**src/rtl/scd_pkg.sv**
```systemverilog
// ----------------------------------------------------------------------------
// scd_pkg
// shared types and constants of the stereo chorus delay core
// ----------------------------------------------------------------------------
package scd_pkg;

    // configuration register indexes
    localparam int unsigned CFG_IDX_W = 3;
    localparam int unsigned CFG_DATA_W = 32;
    localparam logic [CFG_IDX_W-1:0] CFG_PHASE_STEP = 3'd0;
    localparam logic [CFG_IDX_W-1:0] CFG_DEPTH_L    = 3'd1;
    localparam logic [CFG_IDX_W-1:0] CFG_DEPTH_R    = 3'd2;
    localparam logic [CFG_IDX_W-1:0] CFG_BASE_L     = 3'd3;
    localparam logic [CFG_IDX_W-1:0] CFG_BASE_R     = 3'd4;
    localparam logic [CFG_IDX_W-1:0] CFG_PHASE_OFF  = 3'd5;
    localparam logic [CFG_IDX_W-1:0] CFG_WAVE_MIX   = 3'd6;
    localparam logic [CFG_IDX_W-1:0] CFG_FEEDBACK   = 3'd7;

    // register reset values
    localparam logic [23:0] RST_PHASE_STEP = 24'd89478;
    localparam logic [19:0] RST_BASE       = 20'd6144;
    localparam logic [31:0] RST_PHASE_OFF  = 32'h4000_0000;

    // q16 unity
    localparam logic [16:0] Q16_ONE = 17'd65536;

    // odd sine polynomial coefficients, q30
    localparam logic [63:0] SIN_C1 = 64'd1686629713;
    localparam logic [63:0] SIN_C3 = 64'd693598669;
    localparam logic [63:0] SIN_C5 = 64'd85569306;
    localparam logic [63:0] SIN_C7 = 64'd5026996;
    localparam logic [63:0] SIN_C9 = 64'd172272;

    // controller to datapath commands
    typedef struct packed {
        logic clear;
        logic start;
        logic lfo;
        logic sin;
        logic mixa;
        logic mixb;
        logic dly;
        logic sat;
        logic addr;
        logic rd_nxt;
        logic cap_a;
        logic intp;
        logic fb;
        logic done;
        logic ch;
    } t_cmd;

    // datapath to controller status
    typedef struct packed {
        logic clear_last;
        logic out_busy;
    } t_sts;

endpackage

```
**src/rtl/scd_ctrl.sv**
```systemverilog
// ----------------------------------------------------------------------------
// scd_ctrl
// sequencer: clearing pass, then per word the left and right channel steps
// ----------------------------------------------------------------------------
module scd_ctrl
    import scd_pkg::*;
(
    input  logic i_clk,
    input  logic i_rst_n,
    input  logic i_in_valid,
    output logic o_in_ready,
    input  t_sts i_sts,
    output t_cmd o_cmd
);
    typedef enum logic [3:0] {
        S_CLEAR, S_IDLE, S_LFO, S_SIN, S_MIXA, S_MIXB, S_DLY, S_SAT,
        S_ADDR, S_RDA, S_RDB, S_INT, S_FB, S_DONE
    } t_state;

    t_state r_state;
    t_state n_state;
    logic   r_ch;
    logic   n_ch;

    // command decode and next state
    always_comb begin
        o_cmd    = '0;
        o_cmd.ch = r_ch;
        n_state  = r_state;
        n_ch     = r_ch;
        unique case (r_state)
            S_CLEAR: begin
                o_cmd.clear = 1'b1;
                if (i_sts.clear_last) n_state = S_IDLE;
            end
            S_IDLE: begin
                if (i_in_valid) begin
                    o_cmd.start = 1'b1;
                    n_ch        = 1'b0;
                    n_state     = S_LFO;
                end
            end
            S_LFO:  begin o_cmd.lfo  = 1'b1; n_state = S_SIN;  end
            S_SIN:  begin o_cmd.sin  = 1'b1; n_state = S_MIXA; end
            S_MIXA: begin o_cmd.mixa = 1'b1; n_state = S_MIXB; end
            S_MIXB: begin o_cmd.mixb = 1'b1; n_state = S_DLY;  end
            S_DLY:  begin o_cmd.dly  = 1'b1; n_state = S_SAT;  end
            S_SAT:  begin o_cmd.sat  = 1'b1; n_state = S_ADDR; end
            S_ADDR: begin o_cmd.addr = 1'b1; n_state = S_RDA;  end
            S_RDA:  n_state = S_RDB;
            S_RDB: begin
                o_cmd.rd_nxt = 1'b1;
                o_cmd.cap_a  = 1'b1;
                n_state      = S_INT;
            end
            S_INT:  begin o_cmd.intp = 1'b1; n_state = S_FB; end
            S_FB: begin
                o_cmd.fb = 1'b1;
                if (!r_ch) begin
                    n_ch    = 1'b1;
                    n_state = S_LFO;
                end else begin
                    n_state = S_DONE;
                end
            end
            S_DONE: begin
                if (!i_sts.out_busy) begin
                    o_cmd.done = 1'b1;
                    n_state    = S_IDLE;
                end
            end
            default: n_state = S_IDLE;
        endcase
    end

    assign o_in_ready = (r_state == S_IDLE);

    // state register
    always_ff @(posedge i_clk) begin
        if (!i_rst_n) begin
            r_state <= S_CLEAR;
            r_ch    <= 1'b0;
        end else begin
            r_state <= n_state;
            r_ch    <= n_ch;
        end
    end

    // a word is taken only from idle, the right channel follows the left, and a word finishes only on the right channel
    a_start_idle: assert property (@(posedge i_clk) disable iff (!i_rst_n)
        o_cmd.start |-> (r_state == S_IDLE))
        else $error("word taken outside idle");
    a_right_after_left: assert property (@(posedge i_clk) disable iff (!i_rst_n)
        (o_cmd.fb && !r_ch) |=> (r_ch && r_state == S_LFO))
        else $error("right channel not started after left");
    a_done_right: assert property (@(posedge i_clk) disable iff (!i_rst_n)
        o_cmd.done |-> r_ch)
        else $error("word finished before right channel");
endmodule

```
**config.mk**
```make
export PLATFORM = sky130hd
export DESIGN_NAME = scd_ctrl
export DESIGN_NICKNAME = d
export VERILOG_FILES = /design/src/rtl/scd_pkg.sv /design/src/rtl/scd_ctrl.sv
export SDC_FILE = /design/constraint.sdc
export NUM_CORES = 1
export LEC_CHECK = 0
export ABC_AREA = 1
export BUFFER_PORTS_ARGS = -buffer_cell sky130_fd_sc_hd__buf_2
export CORE_AREA = 5 5 42 44
export CTS_BUF_LIST = sky130_fd_sc_hd__clkbuf_4 sky130_fd_sc_hd__clkbuf_8 sky130_fd_sc_hd__clkbuf_16
export DETAILED_ROUTE_END_ITERATION = 16
export DIE_AREA = 0 0 47 49
export MAX_ROUTING_LAYER = met4
export SLEW_MARGIN = 0
export SYNTH_ARGS = -nofsm -noshare
export SYNTH_HDL_FRONTEND = slang
export SYNTH_SLANG_ARGS = --single-unit
export TNS_END_PERCENT = 1
```
**constraint.sdc**
```tcl
create_clock -name i_clk -period 2.15 [get_ports i_clk]
set_input_delay 0.1075 -clock i_clk [delete_from_list [all_inputs] [get_ports i_clk]]
set_output_delay 0.1075 -clock i_clk [all_outputs]
set_load 0.02 [all_outputs]
```
==> metrics.md, run 1 <==
| Metric | Value |
|---|---|
| Die W | 47 um |
| Outcome | complete, no violations |
| Remaining Overflow, GRT | 0 |
| Syn Inst Count | 74 |
| Combinational cell fraction of total power | 0.374 |
| Global-route wire length before repair | 1720 um |
| Hold_buf cts | 0 |
| Post-route cell area | 536 um^2 |
| Tightest Hold Check Type | in2reg |
| Fin crit period | 1.38 ns |
| CTS buffer count | 3 |
| Max incr delay on CP | 0.36 ns |
| Register area | 100 um^2 |
| Clk Tree Root Cell | clkbuf_4 |
| FF-to-FF End | r_state[1]$_SDFFE_PN0P_ |
| Post-CTS Setup Inserts | 0 |
| Yosys reg bits | 5 |
| P per Cell Area | 701 nW/um^2 |
| CP Cell Sequence | inv_1, nor2_1, inv_1, nor2_1, buf_2 |
| Max VDD drop | 0.296 mV |
| Fillers | 157 |
| Worst hold slack | 0.0982 ns |
| Crit path DAT | 1.27 ns |
| Share of cells above drive strength 1 | 0.305 |
| Skew final | 0.00765 ns |
| CP endpoint kind | output pin |
| CP delay by family, top | buffers and inverters |
| Initial Utilization | 0.291 |
| Largest net degree at the start of global routing | 7 |
| CP max-delay cell | dfxtp_1 |
| Setup violations, final | 0 |
| Sw power | 0.145 mW |
| WP data required | 2.04 ns |
| Dpl cells | 107 |
| Reg2reg start | r_state[0]$_SDFFE_PN0P_ |
| R2R cell count | 6 |
| Total track usage | 0.102 |
| Register area share after synthesis | 0.245 |
| Most frequent cells in the layout | buf_2, nor2_1, nand2_1, inv_1, nand3_1 |
| Post-synthesis cell area | 408 um^2 |
| I/O pins | 21 |
| Power share of the clock group | 0.330 |
| Drt wl/cell | 9.77 um |
| Worst setup SP type | flip-flop |
| Setup ws final | 0.775 ns |
| CTS H-tree lvls | 1 |
| CP Class | reg2out |
| Syn avg cell area | 5.51 um^2 |
| WL final | 1080 um |
| Gpl congestion | 0.768 |
| Nets | 101 |
| DRT iter0 DRCs | 10 |
| Hold endpoint | r_state[3]$_SDFFE_PN0P_ |
| Max Fanout on Critical Path | 4 |
| Number of global-route vias before repair | 428 |
| Hold path depth | 3 |
| Lkg Pwr | 0.343 nW |
| Clock Path Buffers | 2 |
| Row count | 14 |
| Commonest non-fill, non-tap cell in the layout | buf_2 |
| Seq pwr share | 0.296 |
| P_int | 0.230 mW |
| Initial antenna violation count | 0 |
| Cell variety after synth | 14 |
| Fin crit share | 0.640 |
| Mapped Nets | 79 |
| Max-Cap Viols | 0 |
| HPWL Detailed | 933 um |
| Max Clk Rate | 0.727 GHz |
| Worst rel slew slack | 0.818 |
| Worst skew pair latency | 0.25 ns |
| Ys Warns | 0 |
| Vias per inst | 4.41 |
| Final Non-Filler Cells | 111 |
| Remaining antenna violation count | 0 |
| DR vias | 490 |
| Worst path buffer plus inverter count | 3 |
| First-pass DRT Iterations | 4 |
| Die Y | 49 um |
| Cell Area, Placed | 505 um^2 |
| Final number of hold-violating endpoints | 0 |
| Worst Hold Launch | i_rst_n |
| Unrepaired setup endpoints after global routing | no |
| Synthesis-to-layout area growth | 31.3% |
| DRC Markers | 0 |
| CTS sink cnt | 5 |
| PortBufs | 20 |
| CORE AREA | 1400 um^2 |
| Multi-input gate area | 233 um^2 |
| Switching share of power | 0.386 |
| Die area | 2300 um^2 |
| Place WS | 1.00 ns |
| CTS tree | done |
| Slew Limit Fails | 0 |
| CTS clk-pin slew, worst paths | 0.04 ns |
| R2R setup slack | 1.05 ns |
| Post-cts resize count | 0 |
| Diode count | 0 |
| Worst slew pin tran | 0.272 ns |
| Setup TNS | 0 ns |
[power by group through the flow]
stage / clock network (mW) / logic [mW] / registers (mW)
after floorplan: 0 / 0.104 / 0.110
after global placement: 0 / 0.143 / 0.112
after detailed placement: 0 / 0.141 / 0.113
after CTS: 0.130 / 0.141 / 0.111
after global routing: 0.135 / 0.156 / 0.112
final: 0.124 / 0.140 / 0.111
[cell families (layout without fill, tap and decap cells)]
kind of cell / Yosys count / in the layout / share of synthesized area
DFF: 5 / 5 / 0.245
buffers and inverters: 17 / 38 / 0.184
and+or+nand+nor: 50 / 50 / 0.546
AOI/OAI and AO/OA: 2 / 2 / 0.0245
[layout make-up]
type,instances,share of cell area
clock buffers,4,0.0561
multi-input cells,52,0.435
repair buffers,20,0.187
well taps,16,0.0374
flip-flops and latches,5,0.187
inverters,14,0.0981
[worst max-delay path by stage]
stage	end	from	cells past startpoint	slack (ns)
after global routing	o_cmd[9]	r_state[2]$_SDFFE_PN0P_	5	0.65
final	o_cmd[9]	r_state[2]$_SDFFE_PN0P_	5	0.77
after floorplan	r_ch$_SDFFE_PN0P_	r_state[2]$_SDFFE_PN0P_	6	0.92
after global placement	o_cmd[9]	r_state[2]$_SDFFE_PN0P_	5	1.01
after CTS	o_cmd[9]	r_state[2]$_SDFFE_PN0P_	5	0.74
after detailed placement	o_cmd[9]	r_state[2]$_SDFFE_PN0P_	5	1.00
[metrics by stage]
step | power (mW) | utilization
6_report | 0.375 | 0.382
5_1_grt | 0.404 | 0.382
4_1_cts | 0.381 | 0.382
3_5_place_dp | 0.253 | 0.361
3_3_place_gp | 0.255 | 0.361
2_1_floorplan | 0.215 | -
[worst min-delay path, cell delays in order]
cell and delay [ns]:
buf_2 0.11, nand2_1 0.05, inv_1 0.04
[metal layers]
metal,vias up,wire (um),GRT usage
li1,265,-,-
met1,214,429,0.110
met2,11,584,0.167
met3,0,70,0.0554
met4,0,0,0.0138
met5,-,0,-
[state kept, by name, indices dropped and copies added (netlist names)]
register  cells
r_state       4
r_ch          1
[cell usage after synthesis]
library cell | number | share of area
nor2_1 | 18 | 0.17
nand2_1 | 16 | 0.15
inv_1 | 13 | 0.12
nand3_1 | 6 | 0.074
dfxtp_1 | 5 | 0.25
buf_4 | 3 | 0.055
nand2_2 | 3 | 0.046
a21oi_1 | 2 | 0.025
nand4_1 | 2 | 0.031
nor3_1 | 2 | 0.025
and2_1 | 1 | 0.015
inv_2 | 1 | 0.0092
nand3_2 | 1 | 0.025
nand3b_1 | 1 | 0.018
No activity file was read; power rests on OpenSTA's default activity.
==> run 2: changes to the inputs <==
==> constraint.sdc (replaced) <==
create_clock -name i_clk -period 1.4 [get_ports i_clk]
set_input_delay 0.07 -clock i_clk [delete_from_list [all_inputs] [get_ports i_clk]]
set_output_delay 0.07 -clock i_clk [all_outputs]
set_load 0.02 [all_outputs]
==> run 2 against run 1 <==
Against the previous run:
- sequential power is 53% higher
- sequential cell count unchanged
- final cell count is the same
- critical path depth increased by 1
- first-iteration DRC count is 50% lower
- largest cell class unchanged
==> metrics.md, run 2 (synthesis gave the netlist of run 1 again) <==
| Metric | Value |
|---|---|
| Outcome | complete, no violations |
| Row count | 14 (unchanged) |
| Met1 WL | 466 um (+8.6%) |
| WL met2 | 572 um (-2.1%) |
| Share of cells above drive strength 1 | 0.316 (+0.0105) |
| Worst skew pair latency | 0.24 ns (about the same) |
| CTS clk-pin slew, worst paths | 0.04 ns (about the same) |
| P per Cell Area | 1070 nW/um^2 (+53%) |
| CTS sink cnt | 5 (unchanged) |
| Hold_buf cts | 0 (unchanged) |
| Max-Cap Viols | 0 (unchanged) |
| Place WS | 0.310 ns (-0.693 ns) |
| Worst rel slew slack | 0.829 (+0.0111) |
| CTS buffer count | 3 (unchanged) |
| Final number of hold-violating endpoints | 0 (unchanged) |
| Initial antenna violation count | 0 (unchanged) |
| I/O pins | 21 (unchanged) |
| Remaining Overflow, GRT | 0 (unchanged) |
| Largest net degree at the start of global routing | 7 (unchanged) |
| Top Registers | r_state x4, r_ch x1 |
| Drt wl/cell | 9.80 um (+0.37%) |
| Unrepaired setup endpoints after global routing | no |
| Number of global-route vias before repair | 433 (+1.2%) |
| DRC Markers | 0 (unchanged) |
| Gpl congestion | 0.764 (-0.48%) |
| PortBufs | 20 (unchanged) |
| Clock Path Buffers | 2 (unchanged) |
| Die area | 2300 um^2 (unchanged) |
| Vias per inst | 4.41 (unchanged) |
| Die Y | 49 um (unchanged) |
| Global-route wire length before repair | 1700 um (-0.81%) |
| Diode count | 0 (unchanged) |
| WL final | 1090 um (+0.37%) |
| CORE AREA | 1400 um^2 (unchanged) |
| Worst setup SP type | flip-flop |
| Largest reg by FF count | r_state |
| First-pass DRT Iterations | 3 (-1) |
| Fin crit share | 0.932 |
| Setup TNS | 0 ns (unchanged) |
| WP data required | 1.33 ns (-0.71 ns) |
| Die W | 47 um (unchanged) |
| Top layer in use | met4 |
| Max Fanout on Critical Path | 5 (+1) |
| DRT iter0 DRCs | 5 (-5) |
| Tightest Hold Check Type | in2reg |
| Synthesis-to-layout area growth | 31.9% |
| Fin crit period | 1.30 ns |
| CP endpoint kind | output pin |
| Clk Tree Root Cell | clkbuf_4 |
| CTS H-tree lvls | 1 (unchanged) |
| Dpl cells | 107 (unchanged) |
| DR vias | 490 (unchanged) |
| Skew final | 0.000689 ns (-0.00696 ns) |
| HPWL Detailed | 921 um (-1.3%) |
| Max FFs per register | 4 (unchanged) |
| Crit path DAT | 1.23 ns (-0.04 ns) |
| Setup violations, final | 0 (unchanged) |
| Setup ws final | 0.0954 ns (-0.679 ns) |
| Lkg Pwr | 0.342 nW (-0.15%) |
| Max VDD drop | 0.469 mV (+58%) |
| Total track usage | 0.102 (-0.000648) |
| Worst hold slack | 0.0666 ns (-0.0315 ns) |
| Commonest non-fill, non-tap cell in the layout | buf_2 |
| Final Non-Filler Cells | 111 (unchanged) |
| Slew Limit Fails | 0 (unchanged) |
| Remaining antenna violation count | 0 (unchanged) |
| Initial Utilization | 0.291 (unchanged) |
| Post-CTS Setup Inserts | 0 (unchanged) |
| Final design utilization | 0.384 (+0.00179) |
| Post-cts resize count | 0 (unchanged) |
| Nets | 101 (unchanged) |
| CTS tree | done |
| Met3 WL post-DR | 32 um (-54%) |
| Worst slew pin tran | 0.255 ns (-0.0166 ns) |
| Max Clk Rate | 0.767 GHz |
| Most frequent cells in the layout | buf_2, nor2_1, nand2_1, inv_1, nand3_1 |
| CP Class | reg2out |
==> run 2: cell counts in the layout (fill, tap and decap cells not counted) <==
No cell type changed its count.
==> run 2: final timing paths <==
| check | from | to | slack [ns] | cells past startpoint |
|---|---|---|---|---|
| max | r_state[2]$_SDFFE_PN0P_ | o_cmd[13] | 0.1 | 6 |
| min | i_rst_n | r_state[3]$_SDFFE_PN0P_ | 0.07 | 3 |
| max reg2reg | r_state[1]$_SDFFE_PN0P_ | r_state[1]$_SDFFE_PN0P_ | 0.30 | 6 |
| min reg2reg | r_ch$_SDFFE_PN0P_ | r_ch$_SDFFE_PN0P_ | 0.55 | 2 |
==> run 2: layer usage <==
layer | up-vias | GRT usage
li1 | 264 | -
met1 | 217 | 0.123
met2 | 7 | 0.152
met3 | 2 | 0.0332
met4 | 0 | 0.0415
met5 | - | -
==> run 2: worst max-delay path: stages (launching register included) <==
cell,delay (ns)
dfxtp_1,0.33
inv_1,0.14
nand2_2,0.11
nor2_1,0.13
nand2_1,0.08
inv_1,0.05
buf_2,0.15
==> run 2: area by class of cell <==
cell class,instances,area [um^2]
sequential,5,100
tap,16,20.0
clock buffer,4,30.0
timing repair buffer,20,100
fill,170,863
multi-input combinational,52,235
inverter,14,52.6
==> run 2: where the power goes <==
| part | internal, mW | switching [mW] |
|---|---|---|
| combinational | 0.0714 | 0.146 |
| clock | 0.127 | 0.0629 |
| sequential | 0.155 | 0.0149 |
==> run 2: metrics by stage <==
stage	power [mW]	area, um^2
2_1_floorplan	0.330	408
3_3_place_gp	0.391	505
3_5_place_dp	0.389	505
4_1_cts	0.585	536
5_1_grt	0.627	538
6_report	0.577	538
==> run 3: changes to the inputs <==
--- a/config.mk
+++ b/config.mk
@@ -11,6 +11,7 @@
 export CTS_BUF_LIST = sky130_fd_sc_hd__clkbuf_4 sky130_fd_sc_hd__clkbuf_8 sky130_fd_sc_hd__clkbuf_16
 export DETAILED_ROUTE_END_ITERATION = 16
 export DIE_AREA = 0 0 47 49
+export HOLD_SLACK_MARGIN = 0.12
 export MAX_ROUTING_LAYER = met4
 export SLEW_MARGIN = 0
 export SYNTH_ARGS = -nofsm -noshare
==> run 3 against run 2 <==
Against the previous run:
- combinational power is essentially flat
- maximum frequency about the same
- design area increased by 1.9%
- routed wire length increased by 0.18%
- clock power about the same
- global-route usage up 0.072 points
- final cell count rose by 0.90%
- critical path depth did not move
- utilization increased by 0.71 points
- sequential share of layout area fell by 0.34 points
==> metrics.md, run 3 (synthesis gave the netlist of run 1 again) <==
| Metric | Value |
|---|---|
| Initial Utilization | 0.291 (unchanged) |
| Final design utilization | 0.391 (+0.00714) |
| WP data required | 1.33 ns (about the same) |
| Setup TNS | 0 ns (unchanged) |
| Met3 WL post-DR | 37 um (+16%) |
| Multi-input gate area | 235 um^2 (unchanged) |
| Tightest Hold Check Type | in2reg |
| Final number of hold-violating endpoints | 0 (unchanged) |
| Number of global-route vias before repair | 436 (+0.69%) |
| CP dominant cell by count | inv_1 |
| Skew final | 0.000654 ns (-0.0000356 ns) |
| CORE AREA | 1400 um^2 (unchanged) |
| CP max-delay cell | dfxtp_1 |
| CTS clk-pin slew, worst paths | 0.05 ns (about the same) |
| Dpl cells | 107 (unchanged) |
| Largest reg by FF count | r_state |
| Max FFs per register | 4 (unchanged) |
| Power Total | 0.580 mW (+0.38%) |
| Max VDD drop | 0.469 mV (about the same) |
| Share of cells above drive strength 1 | 0.313 (-0.00329) |
| First-pass DRT Iterations | 3 (unchanged) |
| Fin crit period | 1.30 ns (+0.000104 ns) |
| Die W | 47 um (unchanged) |
| CP Cell Sequence | inv_1, nand2_2, nor2_1, nand2_1, inv_1, buf_2 |
| Final Non-Filler Cells | 112 (+0.90%) |
| Setup violations, final | 0 (unchanged) |
| Clk Tree Root Cell | clkbuf_4 |
| Top Registers | r_state x4, r_ch x1 |
| Gpl congestion | 0.764 (unchanged) |
| Top layer in use | met4 |
| Fin crit share | 0.932 (about the same) |
| HPWL Detailed | 921 um (unchanged) |
| Remaining Overflow, GRT | 0 (unchanged) |
| CTS H-tree lvls | 1 (unchanged) |
| Nets | 102 (+0.99%) |
| CP Class | reg2out |
| Fillers | 169 (-0.59%) |
| Max incr delay on CP | 0.33 ns (about the same) |
| WL final | 1090 um (+0.18%) |
| Max Fanout on Critical Path | 5 (unchanged) |
| Commonest non-fill, non-tap cell in the layout | buf_2 |
| WL met2 | 570 um (-0.35%) |
| Worst skew pair latency | 0.24 ns (about the same) |
| Initial antenna violation count | 0 (unchanged) |
| Unrepaired setup endpoints after global routing | no |
| DR vias | 494 (+0.82%) |
| Met1 WL | 466 um (unchanged) |
| Outcome | complete, no violations |
| Setup ws final | 0.0953 ns (-0.000104 ns) |
| Slew Limit Fails | 0 (unchanged) |
| DRT iter0 DRCs | 5 (unchanged) |
| PortBufs | 20 (unchanged) |
| Place WS | 0.310 ns (unchanged) |
| Remaining antenna violation count | 0 (unchanged) |
| Row count | 14 (unchanged) |
| Clock Path Buffers | 2 (unchanged) |
| Register area | 100 um^2 (unchanged) |
| Worst rel slew slack | 0.829 (unchanged) |
| Worst setup SP type | flip-flop |
| P per Cell Area | 1060 nW/um^2 (-1.5%) |
| Diode count | 0 (unchanged) |
| Global-route wire length before repair | 1720 um (+0.82%) |
| Max-Cap Viols | 0 (unchanged) |
| Crit path DAT | 1.23 ns (about the same) |
| Vias per inst | 4.41 (about the same) |
| Die area | 2300 um^2 (unchanged) |
| Drt wl/cell | 9.73 um (-0.71%) |
| I/O pins | 21 (unchanged) |
| CTS tree | done |
| Largest net degree at the start of global routing | 7 (unchanged) |
| Worst path buffer plus inverter count | 3 (unchanged) |
| Total track usage | 0.103 (+0.000722) |
| Die Y | 49 um (unchanged) |
| Lkg Pwr | 0.347 nW (+1.2%) |
| DRC Markers | 0 (unchanged) |
| Synthesis-to-layout area growth | 34.4% |
| Worst slew pin tran | 0.255 ns (-0.000000596 ns) |
| CTS sink cnt | 5 (unchanged) |
| Post-CTS Setup Inserts | 0 (unchanged) |
| CP endpoint kind | output pin |
| Max Clk Rate | 0.766 GHz (about the same) |
| CTS buffer count | 3 (unchanged) |
| CP delay by family, top | buffers and inverters |
| Most frequent cells in the layout | buf_2, nor2_1, nand2_1, inv_1, nand3_1 |
## run 3: changes by cell type in the layout (fill, tap and decap cells not counted)
cell | before | now
dlygate4sd3_1 | 0 | 1
## run 3: routing by layer
| metal | global-route usage | vias up |
|---|---|---|
| met1 | 0.125 | 218 |
| met5 | - | - |
| li1 | - | 267 |
| met2 | 0.152 | 7 |
| met3 | 0.0332 | 2 |
| met4 | 0.0415 | 0 |
## run 3: final cells by class
class,count,share of cell area
Multi-Input combinational cell,52,0.429
Timing Repair Buffer,21,0.201
Sequential cell,5,0.183
Inverter,14,0.0959
Clock buffer,4,0.0548
Tap cell,16,0.0365
## run 3: where the power goes
part / internal (mW) / leakage, nW / switching [mW]
registers: 0.155 / 0.0407 / 0.0149
clock network: 0.127 / 0.0184 / 0.0629
logic: 0.0732 / 0.287 / 0.146
## run 3: path summary, 6_finish.rpt
path                                              start                       to  slack, ns  cells after the start
worst min-delay path                         i_in_valid        r_ch$_SDFFE_PN0P_       0.17                      4
worst max-delay path            r_state[2]$_SDFFE_PN0P_                o_cmd[13]        0.1                      6
worst min register to register        r_ch$_SDFFE_PN0P_        r_ch$_SDFFE_PN0P_       0.55                      2
worst max register to register  r_state[1]$_SDFFE_PN0P_  r_state[1]$_SDFFE_PN0P_       0.30                      6
## run 3: per-stage QoR
step | cell area, um^2 | hold slack [ns]
3_5_place_dp | 505 | 0.317
5_1_grt | 548 | 0.200
2_1_floorplan | 408 | 0.168
3_3_place_gp | 505 | 0.299
6_report | 548 | 0.170
4_1_cts | 546 | 0.168
## run 3: worst register-to-register path: stages, from the launching register on
cell and delay [ns]:
dfxtp_1 0.39, inv_1 0.10, nand2_2 0.13, nand3_1 0.09
nand2_1 0.07, inv_1 0.04, nor3_1 0.19
## run 3: repair_timing
| item | in CTS | in global routing |
|---|---|---|
| resized for setup | 0 | 1 |
| endpoints found under the hold margin | 4 | 0 |
| endpoints found under the setup margin | 0 | 3 |
| hold buffers | 1 | 0 |
